===== src/sv/mptw_pkg.sv =====
// Package for the multilevel page table walker: sizes, codes, and the
// structs for frame memory accesses and walk results.
// No dependencies.
`timescale 1ns / 1ps
`default_nettype none
package mptw_pkg;

  // Table geometry
  localparam int NUM_FRAMES = 64;
  localparam int LEVELS     = 5;
  localparam int IDX_BITS   = 9;
  localparam int ENTRIES    = 1 << IDX_BITS;
  localparam int DEPTH      = NUM_FRAMES * ENTRIES;

  // Field widths
  localparam int MODE_W   = 2;
  localparam int VPN_W    = 45;
  localparam int VPN_USE_W = IDX_BITS * LEVELS;
  localparam int PN_W     = 52;
  localparam int ENTRY_W  = PN_W + 1;
  localparam int ROOT_W   = 6;
  localparam int FFREE_W  = 7;
  localparam int FRAME_W  = (NUM_FRAMES > 1) ? $clog2(NUM_FRAMES) : 1;
  localparam int ADDR_W   = FRAME_W + IDX_BITS;
  localparam int ALLOC_W  = $clog2(NUM_FRAMES + 1);
  localparam int CAND_W   = ((FFREE_W > ALLOC_W) ? FFREE_W : ALLOC_W) + 1;
  localparam int LVL_W    = (LEVELS > 1) ? $clog2(LEVELS) : 1;

  // Stream packing
  localparam int IN_TDATA_W  = ((VPN_W + PN_W + 7) / 8) * 8;
  localparam int OUT_TDATA_W = ((PN_W + 7) / 8) * 8;
  localparam int OUT_TUSER_W = 2;

  // Configuration port
  localparam int CFG_IDX_W  = 1;
  localparam int CFG_DATA_W = FFREE_W;

  typedef enum logic [MODE_W-1:0] {
    MODE_QUERY = 2'd0,
    MODE_MAP   = 2'd1,
    MODE_UNMAP = 2'd2
  } mode_t;

  typedef enum logic [CFG_IDX_W-1:0] {
    CFG_ROOT_FRAME = 1'b0,
    CFG_FIRST_FREE = 1'b1
  } cfg_reg_t;

  typedef enum logic [2:0] {
    ST_CLEAR,
    ST_IDLE,
    ST_READ,
    ST_CHECK,
    ST_LEAF,
    ST_DONE
  } walk_state_t;

  // One access to the frame memory
  typedef struct packed {
    logic               en;
    logic               we;
    logic [ADDR_W-1:0]  addr;
    logic [ENTRY_W-1:0] wdata;
  } mem_req_t;

  // Outcome of one walk
  typedef struct packed {
    logic            found;
    logic [PN_W-1:0] ppn;
    logic            out_of_frames;
  } walk_result_t;

  // Table index used at a given level, highest index first
  function automatic logic [IDX_BITS-1:0] idx_of(input logic [VPN_USE_W-1:0] vpn,
                                                 input logic [LVL_W-1:0] lvl);
    logic [IDX_BITS-1:0] r;
    r = '0;
    for (int l = 0; l < LEVELS; l++) begin
      if (lvl == LVL_W'(l)) r = vpn[IDX_BITS*(LEVELS-1-l) +: IDX_BITS];
    end
    return r;
  endfunction

endpackage
`default_nettype wire


===== src/sv/mptw_walk_ctrl.sv =====
// Walk sequencer: clears the frame memory after reset, then walks the table
// level by level, allocating frames and writing leaves. Uses mptw_pkg.
`timescale 1ns / 1ps
`default_nettype none
module mptw_walk_ctrl
  import mptw_pkg::*;
(
  input  wire logic                clk,
  input  wire logic                rst,
  // request side
  input  wire logic                req_valid,
  output logic                     req_ready,
  input  wire mode_t               req_mode,
  input  wire logic [VPN_USE_W-1:0] req_vpn,
  input  wire logic [PN_W-1:0]     req_ppn,
  // configuration
  input  wire logic [ROOT_W-1:0]   root_frame,
  input  wire logic [FFREE_W-1:0]  first_free_frame,
  // result side
  output logic                     res_valid,
  input  wire logic                res_ready,
  output walk_result_t             res,
  // frame memory
  output mem_req_t                 mem_req,
  input  wire logic [ENTRY_W-1:0]  mem_rdata
);

  walk_state_t          state, state_next;
  logic [ADDR_W-1:0]    clr_addr, clr_addr_next;
  logic [ALLOC_W-1:0]   allocated, allocated_next;
  mode_t                mode, mode_next;
  logic [VPN_USE_W-1:0] vpn, vpn_next;
  logic [PN_W-1:0]      ppn, ppn_next;
  logic [LVL_W-1:0]     lvl, lvl_next;
  logic [FRAME_W-1:0]   frame, frame_next;
  walk_result_t         res_next;

  logic [ADDR_W-1:0]    cur_addr;
  logic                 root_ok;
  logic                 ent_valid;
  logic [PN_W-1:0]      ent_pn;
  logic                 ptr_ok;
  logic [CAND_W-1:0]    cand;
  logic                 cand_ok;

  assign cur_addr  = {frame, idx_of(vpn, lvl)};
  assign root_ok   = PN_W'(root_frame) < PN_W'(NUM_FRAMES);
  assign ent_valid = mem_rdata[PN_W];
  assign ent_pn    = mem_rdata[PN_W-1:0];
  assign ptr_ok    = ent_pn < PN_W'(NUM_FRAMES);
  assign cand      = CAND_W'(first_free_frame) + CAND_W'(allocated);
  assign cand_ok   = cand < CAND_W'(NUM_FRAMES);

  // State and walk registers
  always_ff @(posedge clk) begin
    if (rst) begin
      state     <= ST_CLEAR;
      clr_addr  <= '0;
      allocated <= '0;
    end else begin
      state     <= state_next;
      clr_addr  <= clr_addr_next;
      allocated <= allocated_next;
    end
    mode  <= mode_next;
    vpn   <= vpn_next;
    ppn   <= ppn_next;
    lvl   <= lvl_next;
    frame <= frame_next;
    res   <= res_next;
  end

  // Next state and memory accesses
  always_comb begin
    state_next     = state;
    clr_addr_next  = clr_addr;
    allocated_next = allocated;
    mode_next      = mode;
    vpn_next       = vpn;
    ppn_next       = ppn;
    lvl_next       = lvl;
    frame_next     = frame;
    res_next       = res;
    req_ready      = 1'b0;
    res_valid      = 1'b0;
    mem_req        = '0;

    case (state)
      // zero one entry per cycle after reset
      ST_CLEAR: begin
        mem_req.en    = 1'b1;
        mem_req.we    = 1'b1;
        mem_req.addr  = clr_addr;
        clr_addr_next = clr_addr + 1'b1;
        if (clr_addr == ADDR_W'(DEPTH - 1)) state_next = ST_IDLE;
      end

      ST_IDLE: begin
        req_ready = 1'b1;
        if (req_valid) begin
          mode_next  = req_mode;
          vpn_next   = req_vpn;
          ppn_next   = req_ppn;
          lvl_next   = '0;
          frame_next = FRAME_W'(root_frame);
          res_next   = '0;
          case (req_mode)
            MODE_QUERY: state_next = root_ok ? ST_READ : ST_DONE;
            MODE_MAP, MODE_UNMAP: begin
              if (!root_ok) begin
                res_next.out_of_frames = 1'b1;
                state_next = ST_DONE;
              end else if (LEVELS == 1) begin
                state_next = ST_LEAF;
              end else begin
                state_next = ST_READ;
              end
            end
            default: state_next = ST_DONE;
          endcase
        end
      end

      ST_READ: begin
        mem_req.en   = 1'b1;
        mem_req.addr = cur_addr;
        state_next   = ST_CHECK;
      end

      // entry of the current level is in mem_rdata
      ST_CHECK: begin
        if (mode == MODE_QUERY) begin
          if (!ent_valid) begin
            state_next = ST_DONE;
          end else if (lvl == LVL_W'(LEVELS - 1)) begin
            res_next.found = 1'b1;
            res_next.ppn   = ent_pn;
            state_next     = ST_DONE;
          end else if (!ptr_ok) begin
            state_next = ST_DONE;
          end else begin
            frame_next = FRAME_W'(ent_pn);
            lvl_next   = lvl + 1'b1;
            state_next = ST_READ;
          end
        end else begin
          if (ent_valid && ptr_ok) begin
            frame_next = FRAME_W'(ent_pn);
            lvl_next   = lvl + 1'b1;
            state_next = (lvl + 1'b1 == LVL_W'(LEVELS - 1)) ? ST_LEAF : ST_READ;
          end else if (!cand_ok) begin
            res_next.out_of_frames = 1'b1;
            state_next = ST_DONE;
          end else begin
            // link a fresh frame in place of the missing pointer
            mem_req.en     = 1'b1;
            mem_req.we     = 1'b1;
            mem_req.addr   = cur_addr;
            mem_req.wdata  = {1'b1, PN_W'(cand)};
            allocated_next = allocated + 1'b1;
            frame_next     = FRAME_W'(cand);
            lvl_next       = lvl + 1'b1;
            state_next = (lvl + 1'b1 == LVL_W'(LEVELS - 1)) ? ST_LEAF : ST_READ;
          end
        end
      end

      ST_LEAF: begin
        mem_req.en    = 1'b1;
        mem_req.we    = 1'b1;
        mem_req.addr  = cur_addr;
        mem_req.wdata = (mode == MODE_MAP) ? {1'b1, ppn} : '0;
        state_next    = ST_DONE;
      end

      ST_DONE: begin
        res_valid = 1'b1;
        if (res_ready) state_next = ST_IDLE;
      end

      default: state_next = ST_IDLE;
    endcase
  end

endmodule
`default_nettype wire


===== config.mk =====
export PLATFORM = sky130hd
export DESIGN_NAME = mptw_walk_ctrl
export DESIGN_NICKNAME = d
export VERILOG_FILES = /design/src/sv/mptw_pkg.sv /design/src/sv/mptw_walk_ctrl.sv
export SDC_FILE = /design/constraint.sdc
export NUM_CORES = 1
export LEC_CHECK = 0
export ABC_AREA = 1
export BUFFER_PORTS_ARGS = -buffer_cell sky130_fd_sc_hd__buf_2
export CORE_MARGIN = 5
export CORE_UTILIZATION = 45
export CTS_BUF_LIST = sky130_fd_sc_hd__clkbuf_4 sky130_fd_sc_hd__clkbuf_8 sky130_fd_sc_hd__clkbuf_16
export DETAILED_ROUTE_END_ITERATION = 10
export MAX_ROUTING_LAYER = met4
export PLACE_DENSITY = 0.87
export SETUP_SLACK_MARGIN = 0.15
export SLEW_MARGIN = 10
export SYNTH_ARGS = -nofsm -noshare
export SYNTH_HDL_FRONTEND = slang
export SYNTH_SLANG_ARGS = --single-unit
export TNS_END_PERCENT = 1

===== constraint.sdc =====
create_clock -name clk -period 5.02 [get_ports clk]
set_input_delay 0.502 -clock clk [delete_from_list [all_inputs] [get_ports clk]]
set_output_delay 0.502 -clock clk [all_outputs]
set_load 0.1 [all_outputs]

==> results of run 1 <==
## power groups by stage
stage,Clock [W],Combinational [W],Sequential (W)
3_3_place_gp,0,0.000133,0.00171
4_1_cts,0.00133,0.000137,0.00168
6_report,0.00130,0.000136,0.00168
3_5_place_dp,0,0.000136,0.00171
5_1_grt,0.00141,0.000152,0.00168
2_1_floorplan,0,0.0000534,0.00171
## per-layer routing
| layer | up-vias | routed length (um) | global-route usage |
|---|---|---|---|
| met2 | 264 | 11100 | 0.351 |
| met1 | 3068 | 8670 | 0.238 |
| li1 | 3288 | - | - |
| met3 | 42 | 1290 | 0.0404 |
| met5 | - | 0 | - |
| met4 | 0 | 609 | 0.0797 |
## synthesized netlist by cell type, types with 2 or more instances
library cell / n
clkbuf_1: 10
nand2_2: 6
dfxtp_1: 25
o21ai_2: 6
o21ai_1: 4
inv_1: 152
nand2_4: 2
nor3b_1: 2
xor2_1: 3
edfxtp_1: 162
a22oi_1: 5
nand3_4: 2
ha_1: 15
nor4_1: 2
nand4_1: 3
buf_2: 8
xnor2_1: 3
a22o_1: 2
buf_6: 2
nand2_1: 92
a211oi_1: 3
nor3_1: 13
clkinv_1: 3
o21ai_0: 22
buf_1: 3
a31oi_1: 7
nand3_1: 44
a21oi_1: 24
nor2_1: 159
o211ai_1: 10
o211ai_2: 5
nor2_2: 2
inv_2: 3
## logic make-up after synthesis
logic type                 count (synthesis)  share of synthesized area
AOI/OAI and AO/OA                         95                     0.0740
xor gates and xnor gates                   6                    0.00623
adders and majority gates                 16                     0.0246
buffers and inverters                    182                     0.0842
DFF                                      187                      0.636
and+or+nand+nor                          335                      0.175
## state kept, by name, indices dropped and copies added, names as in the netlist
name	flops
lvl	3
mode	2
frame	6
ppn	52
allocated	7
clr_addr	15
vpn	45
state	3
res	54
## metrics by stage
step	utilization	power [W]	hold slack, ps	setup WS, ps
after global placement	0.547	0.00185	505	1630
after CTS	0.577	0.00315	232	1150
after detailed placement	0.547	0.00185	510	1520
final	0.577	0.00312	248	1130
after floorplan	-	0.00177	459	-296
after global routing	0.577	0.00324	220	975
## cell type report
class / count / area [um^2]
diodes: 1 / 2.50
flip-flops and latches: 187 / 5370
repair buffers: 299 / 1510
multi-input cells: 452 / 2390
well taps: 234 / 293
clock inverters: 13 / 131
clock buffers: 19 / 440
fillers: 1546 / 7850
inverters: 159 / 599
## worst register-to-register path: stages, from the launching register on
cell and delay (ps):
dfxtp_1 460, ha_1 230, inv_1 60, fa_1 350
inv_1 120, nand2_1 100, nand4_2 100, nand3_4 120
nand3_1 140, nand2_1 70, a21oi_1 740
## worst max-delay path by stage
stage | start | end | slack, ps | cells after the start
finish | allocated[0] | mem_req[55] | 1130 | 13
global route | allocated[0] | mem_req[55] | 980 | 13
CTS | allocated[0] | mem_req[55] | 1150 | 13
detailed placement | first_free_frame[0] | mem_req[55] | 1520 | 14
global placement | first_free_frame[0] | mem_req[55] | 1630 | 14
floorplan | state[0] | mode[0] | -300 | 4
==> metrics.txt, run 1 <==
reg2reg start allocated[0]; Final Cell Area 0.0107 mm^2; vias per cell just under 5; Critical path buffers and inverters 3; cts repair resizes 0; total CTS buffers 17; final std cells w/o fill between 1000 and 1500; area added between synthesis and finish 27.1%; syn_area_per_cell 10.3 um^2; Synth top area share 0.576; clk root buf clkbuf_16; via count roughly 6700; Worst R2R End frame[4]; Post-Place Cell Area 0.0102 mm^2; initial antenna violation count 1; Post-Synthesis Cells 821; FMAX 0.257 GHz; synth top area cells edfxtp_1, nor2_1, inv_1; power share of the clock group 0.418; Reg2Reg Depth 10; most common cell after layout, fill and taps aside buf_2; count of input and output buffers 294; most frequent cells in the layout buf_2, edfxtp_1, nor2_1; syn_nets 1006; fraction of registers with async set or reset after synthesis 0; vias in the first global route 6760; outcome completed; antenna violation net count after detailed routing 0; Gate power share 0.044; hold path startpoint req_ppn[27]; CP Capture Type output port; Worst setup SP type flop; GR Overflow Total 0; H-tree Lvls 4; Internal roughly 0.0025 W; Die X ~150 um; family with the most delay on the worst path simple AND/OR/NAND/NOR gates; first-pass GRT wire length roughly 34 mm; Hold Path End ppn[27]; Setup violations, final 0; clock buffer depth 2; Placed Cells incl. Taps 1331; Die Y-Extent 147 um; min Tclk post-route slightly below 4000 ps; layout cells sized above 1 0.327; net switching fraction of the power 0.214; max-slew violations 0; Netlist cell types 50; crit path DAT 3380 ps; Rows 50; sequential fraction of design power 0.538; DR iter-0 viols 375; Final GP Congestion 0.891; cts-stage hold buffer count 0; worst-path cell chain ha_1, inv_1, fa_1, inv_1, nand2_1, nand4_2, nand3_4, nor2_4, nand2_4, nand2_4, o211ai_1, o21ai_0, buf_2; Setup CP Type flop to output port; top_reg_cell synth edfxtp_1; worst-path cell with the longest stage delay buf_2; max-cap violations 0; Post-Syn Area 0.00844 mm^2; CTS tree built; Skew-Pair Late Insertion Delay between 400 and 500 ps; DRT Pass-1 Iters 6; initial core utilization 0.454; DP HPWL 16.7 mm; DRC Markers 0; RSZ-0062 raised after global routing false; Worst Skew about 9 ps; Reg2Reg Setup Slack ~2200 ps; Final period util 0.774; worst min path class input port to flop; Rel. slew slack 0.358; hold path depth 1; TNS Setup 0 ps; Peak VDD IR 221 uV; Crit path largest cell delay 490 ps; number of flops mapped to enable cells by yosys 162; GR Util All Layers 0.205; Req. time, crit path around 4500 ps; sequential-to-total area share from yosys stat 0.636; die footprint 0.0216 mm^2; Worst Tran Pin Value 963 ps; synth warn 0; # Post-CTS Setup Buffers 0; CTS sink count 187; core area 0.0186 mm^2; WL per Instance 15.9 um; largest area contributor in the netlist edfxtp_1; crit-path max FO 15; Clk pin slew, worst setup/hold paths 70 ps; nets around 1300; Yosys reg bits 187; Fin. Hold Viols 0; final wirelength between 20 and 25 mm; largest net degree at the start of global routing between 60 and 70; Pwr Density between 200 and 300 mW/mm^2; leakage power 4.95 nW; I/O Pins 295; NetSw 0.000669 W
Note: power is estimated with default switching activity, not from simulation.
==> run 2, diff against run 1 <==
Settings changed: ABC_AREA 1 to 0.
Clock period 5.02 ns to 3.51 ns, I/O delays scaled along.
==> metrics.txt, run 2 <==
sequential-to-total area share from yosys stat 0.649 (+0.0131); Pwr Density 373 mW/mm^2 (+28%); die footprint 0.0212 mm^2 (-1.9%); synth top area cells edfxtp_1, and2_1, dfxtp_1; most frequent cells in the layout buf_2, edfxtp_1, and2_1; DR iter-0 viols 348 (-7.2%); crit-path max FO 4 (-11); most common cell after layout, fill and taps aside buf_2; Setup CP Type flop to output port; Fin. Hold Viols 0 (unchanged); Setup crit start allocated[0]; Met2 Wirelength 11.9 mm (+7.6%); routed length on met3 2.40 mm (+86%); Worst setup SP type flop; clock buffer depth 2 (unchanged); Rows 49 (-2.0%); Synth top area share 0.588 (+0.0119); Max Used Layer met4; Biggest register res; first-pass GRT wire length 35.8 mm (+5.5%); WL per Instance 19.9 um (+25%); fraction of registers with async set or reset after synthesis 0 (unchanged); I/O Pins 295 (unchanged); largest area contributor in the netlist edfxtp_1; count of input and output buffers 294 (unchanged); CP Capture Type output port; Post-Syn Area 0.00827 mm^2 (-2.0%); via count 6469 (-2.9%); Die X 146 um (-0.95%); Worst Skew 6.75 ps (-2.24 ps); syn_nets 839 (-17%); Final period util 0.982; met1 WL 9.01 mm (+3.9%); DRC Markers 0 (unchanged); max reg flops 54 (unchanged); cts-stage hold buffer count 0 (unchanged); most common cell in the netlist edfxtp_1; Peak VDD IR 332 uV (+50%); DRT Pass-1 Iters 5 (-1); GR Overflow Total 0 (unchanged); Post-Synthesis Cells 654 (-20%); max-cap violations 0 (unchanged); leakage power 4.60 nW (-7.1%); Req. time, crit path 3160 ps (-1360 ps); vias in the first global route 6557 (-3.0%); H-tree Lvls 4 (unchanged); nets 1145 (-12%); outcome completed; total CTS buffers 17 (unchanged); worst min path class input port to flop; synth warn 0 (unchanged); largest net degree at the start of global routing 102 (+57%); Power Total 0.00444 W (+42%); worst setup margin 62.0 ps (-1070 ps); Yosys reg bits 187 (unchanged); final wirelength 23.9 mm (+11%); layout cells sized above 1 0.393 (+0.0658); min Tclk post-route 3450 ps; crit path DAT 3100 ps (-280 ps); Worst Tran Pin Value 652 ps (-311 ps); syn_area_per_cell 12.6 um^2 (+23%); dpl ws 398 ps (-1120 ps); Commonest cells post-synth edfxtp_1, and2_1, nand2_1, nor2_1, clkbuf_1; reg2reg start allocated[0]; Die Y-Extent 146 um (-0.95%); Final GP Congestion 0.929 (+4.2%); CTS sink count 187 (unchanged); RSZ-0062 raised after global routing true; top_reg_cell synth edfxtp_1; area added between synthesis and finish 44.1%; number of flops mapped to enable cells by yosys 162 (unchanged); vias per cell 5.37 (+10%); GR Util All Layers 0.224 (+0.0195); Skew-Pair Late Insertion Delay 430 ps (about the same); CTS tree built; max-slew violations 0 (unchanged); Placed Cells incl. Taps 1157 (-13%); Clk pin slew, worst setup/hold paths 70 ps (about the same); DP HPWL 17.7 mm (+6.3%); final std cells w/o fill 1204 (-12%); initial antenna violation count 1 (unchanged); Largest regs res (54), ppn (52), vpn (45); Netlist cell types 54 (+8.0%); core area 0.0180 mm^2 (-3.0%); hold path startpoint req_ppn[15]; FMAX slightly below 0.3 GHz; initial core utilization 0.459 (+0.00456); antenna violation net count after detailed routing 0 (unchanged); Rel. slew slack 0.565 (+0.208); Setup violations, final 0 (unchanged); clk root buf clkbuf_16
-- run 2: changes by cell type after synthesis, sizes merged, moves of 10 or more --
cell	before	now
a22oi	5	17
and2	1	101
clkbuf	10	29
inv	156	15
mux2i	0	11
nand2	100	51
nand3	46	5
nand4	4	14
nor2	162	34
nor3	15	4
or3	0	15
-- run 2: final cells by class --
cell class	instances	area, um^2
diodes	2	5.00
clock buffers	17	425
clock inverters	15	130
fillers	1274	6110
inverters	15	56.3
multi-input cells	417	2800
flip-flops and latches	187	5370
well taps	229	287
repair buffers	322	2840
-- run 2: repair_timing --
item,4_1_cts,5_1_grt
buffers inserted,6,6
pin swaps,6,4
resized for setup,9,35
setup endpoints to repair,22,22
gates cloned,1,0
-- run 2: report_power, final --
group | switching [W] | internal [W] | total, W
Combinational | 0.0000993 | 0.0000993 | 0.000199
Clock | 0.000902 | 0.000936 | 0.00184
Sequential | 0.00000466 | 0.00240 | 0.00240
-- run 2: path summary, 6_finish.rpt --
path                                     to  slack [ps]  cells after the start
worst max-delay path            mem_req[62]          60                     13
worst min register to register  clr_addr[5]         500                      2
worst min-delay path                ppn[15]          90                      1
worst max register to register       lvl[2]         710                      9
-- run 2: per-layer routing --
metal | GRT usage | up-vias
li1 | - | 3022
met1 | 0.253 | 3041
met2 | 0.369 | 362
met3 | 0.0769 | 44
met4 | 0.0840 | 0
met5 | - | -
-- run 2: cells by family after synthesis --
family | count (synthesis) | synth area share
buf+inv | 50 | 0.0250
compound gates | 123 | 0.106
flops | 187 | 0.649
fa+ha+maj | 16 | 0.0251
simple gates | 255 | 0.169
xor+xnor | 12 | 0.0127
mux | 11 | 0.0133
-- run 2: critical path, cell delays in order (launching register included) --
cell and delay [ps]:
dfxtp_4 360, ha_4 130, inv_2 40, fa_2 350, nor2b_2 140, o31a_1 200
buf_4 140, nand4_4 100, a2111oi_4 440, clkbuf_16 220, buf_6 110, nand2_1 90
o21ai_2 110, clkbuf_16 230
-- run 2: stage by stage --
stage / hold WS (ps) / util / area (um^2) / setup TNS (ps)
floorplan: 450 / - / 8280 / -17400
finish: 92.7 / 0.661 / 11900 / 0
CTS: 76.5 / 0.653 / 11800 / 0
global placement: 485 / 0.616 / 11100 / 0
detailed placement: 498 / 0.616 / 11100 / 0
global route: 66.3 / 0.661 / 11900 / -426
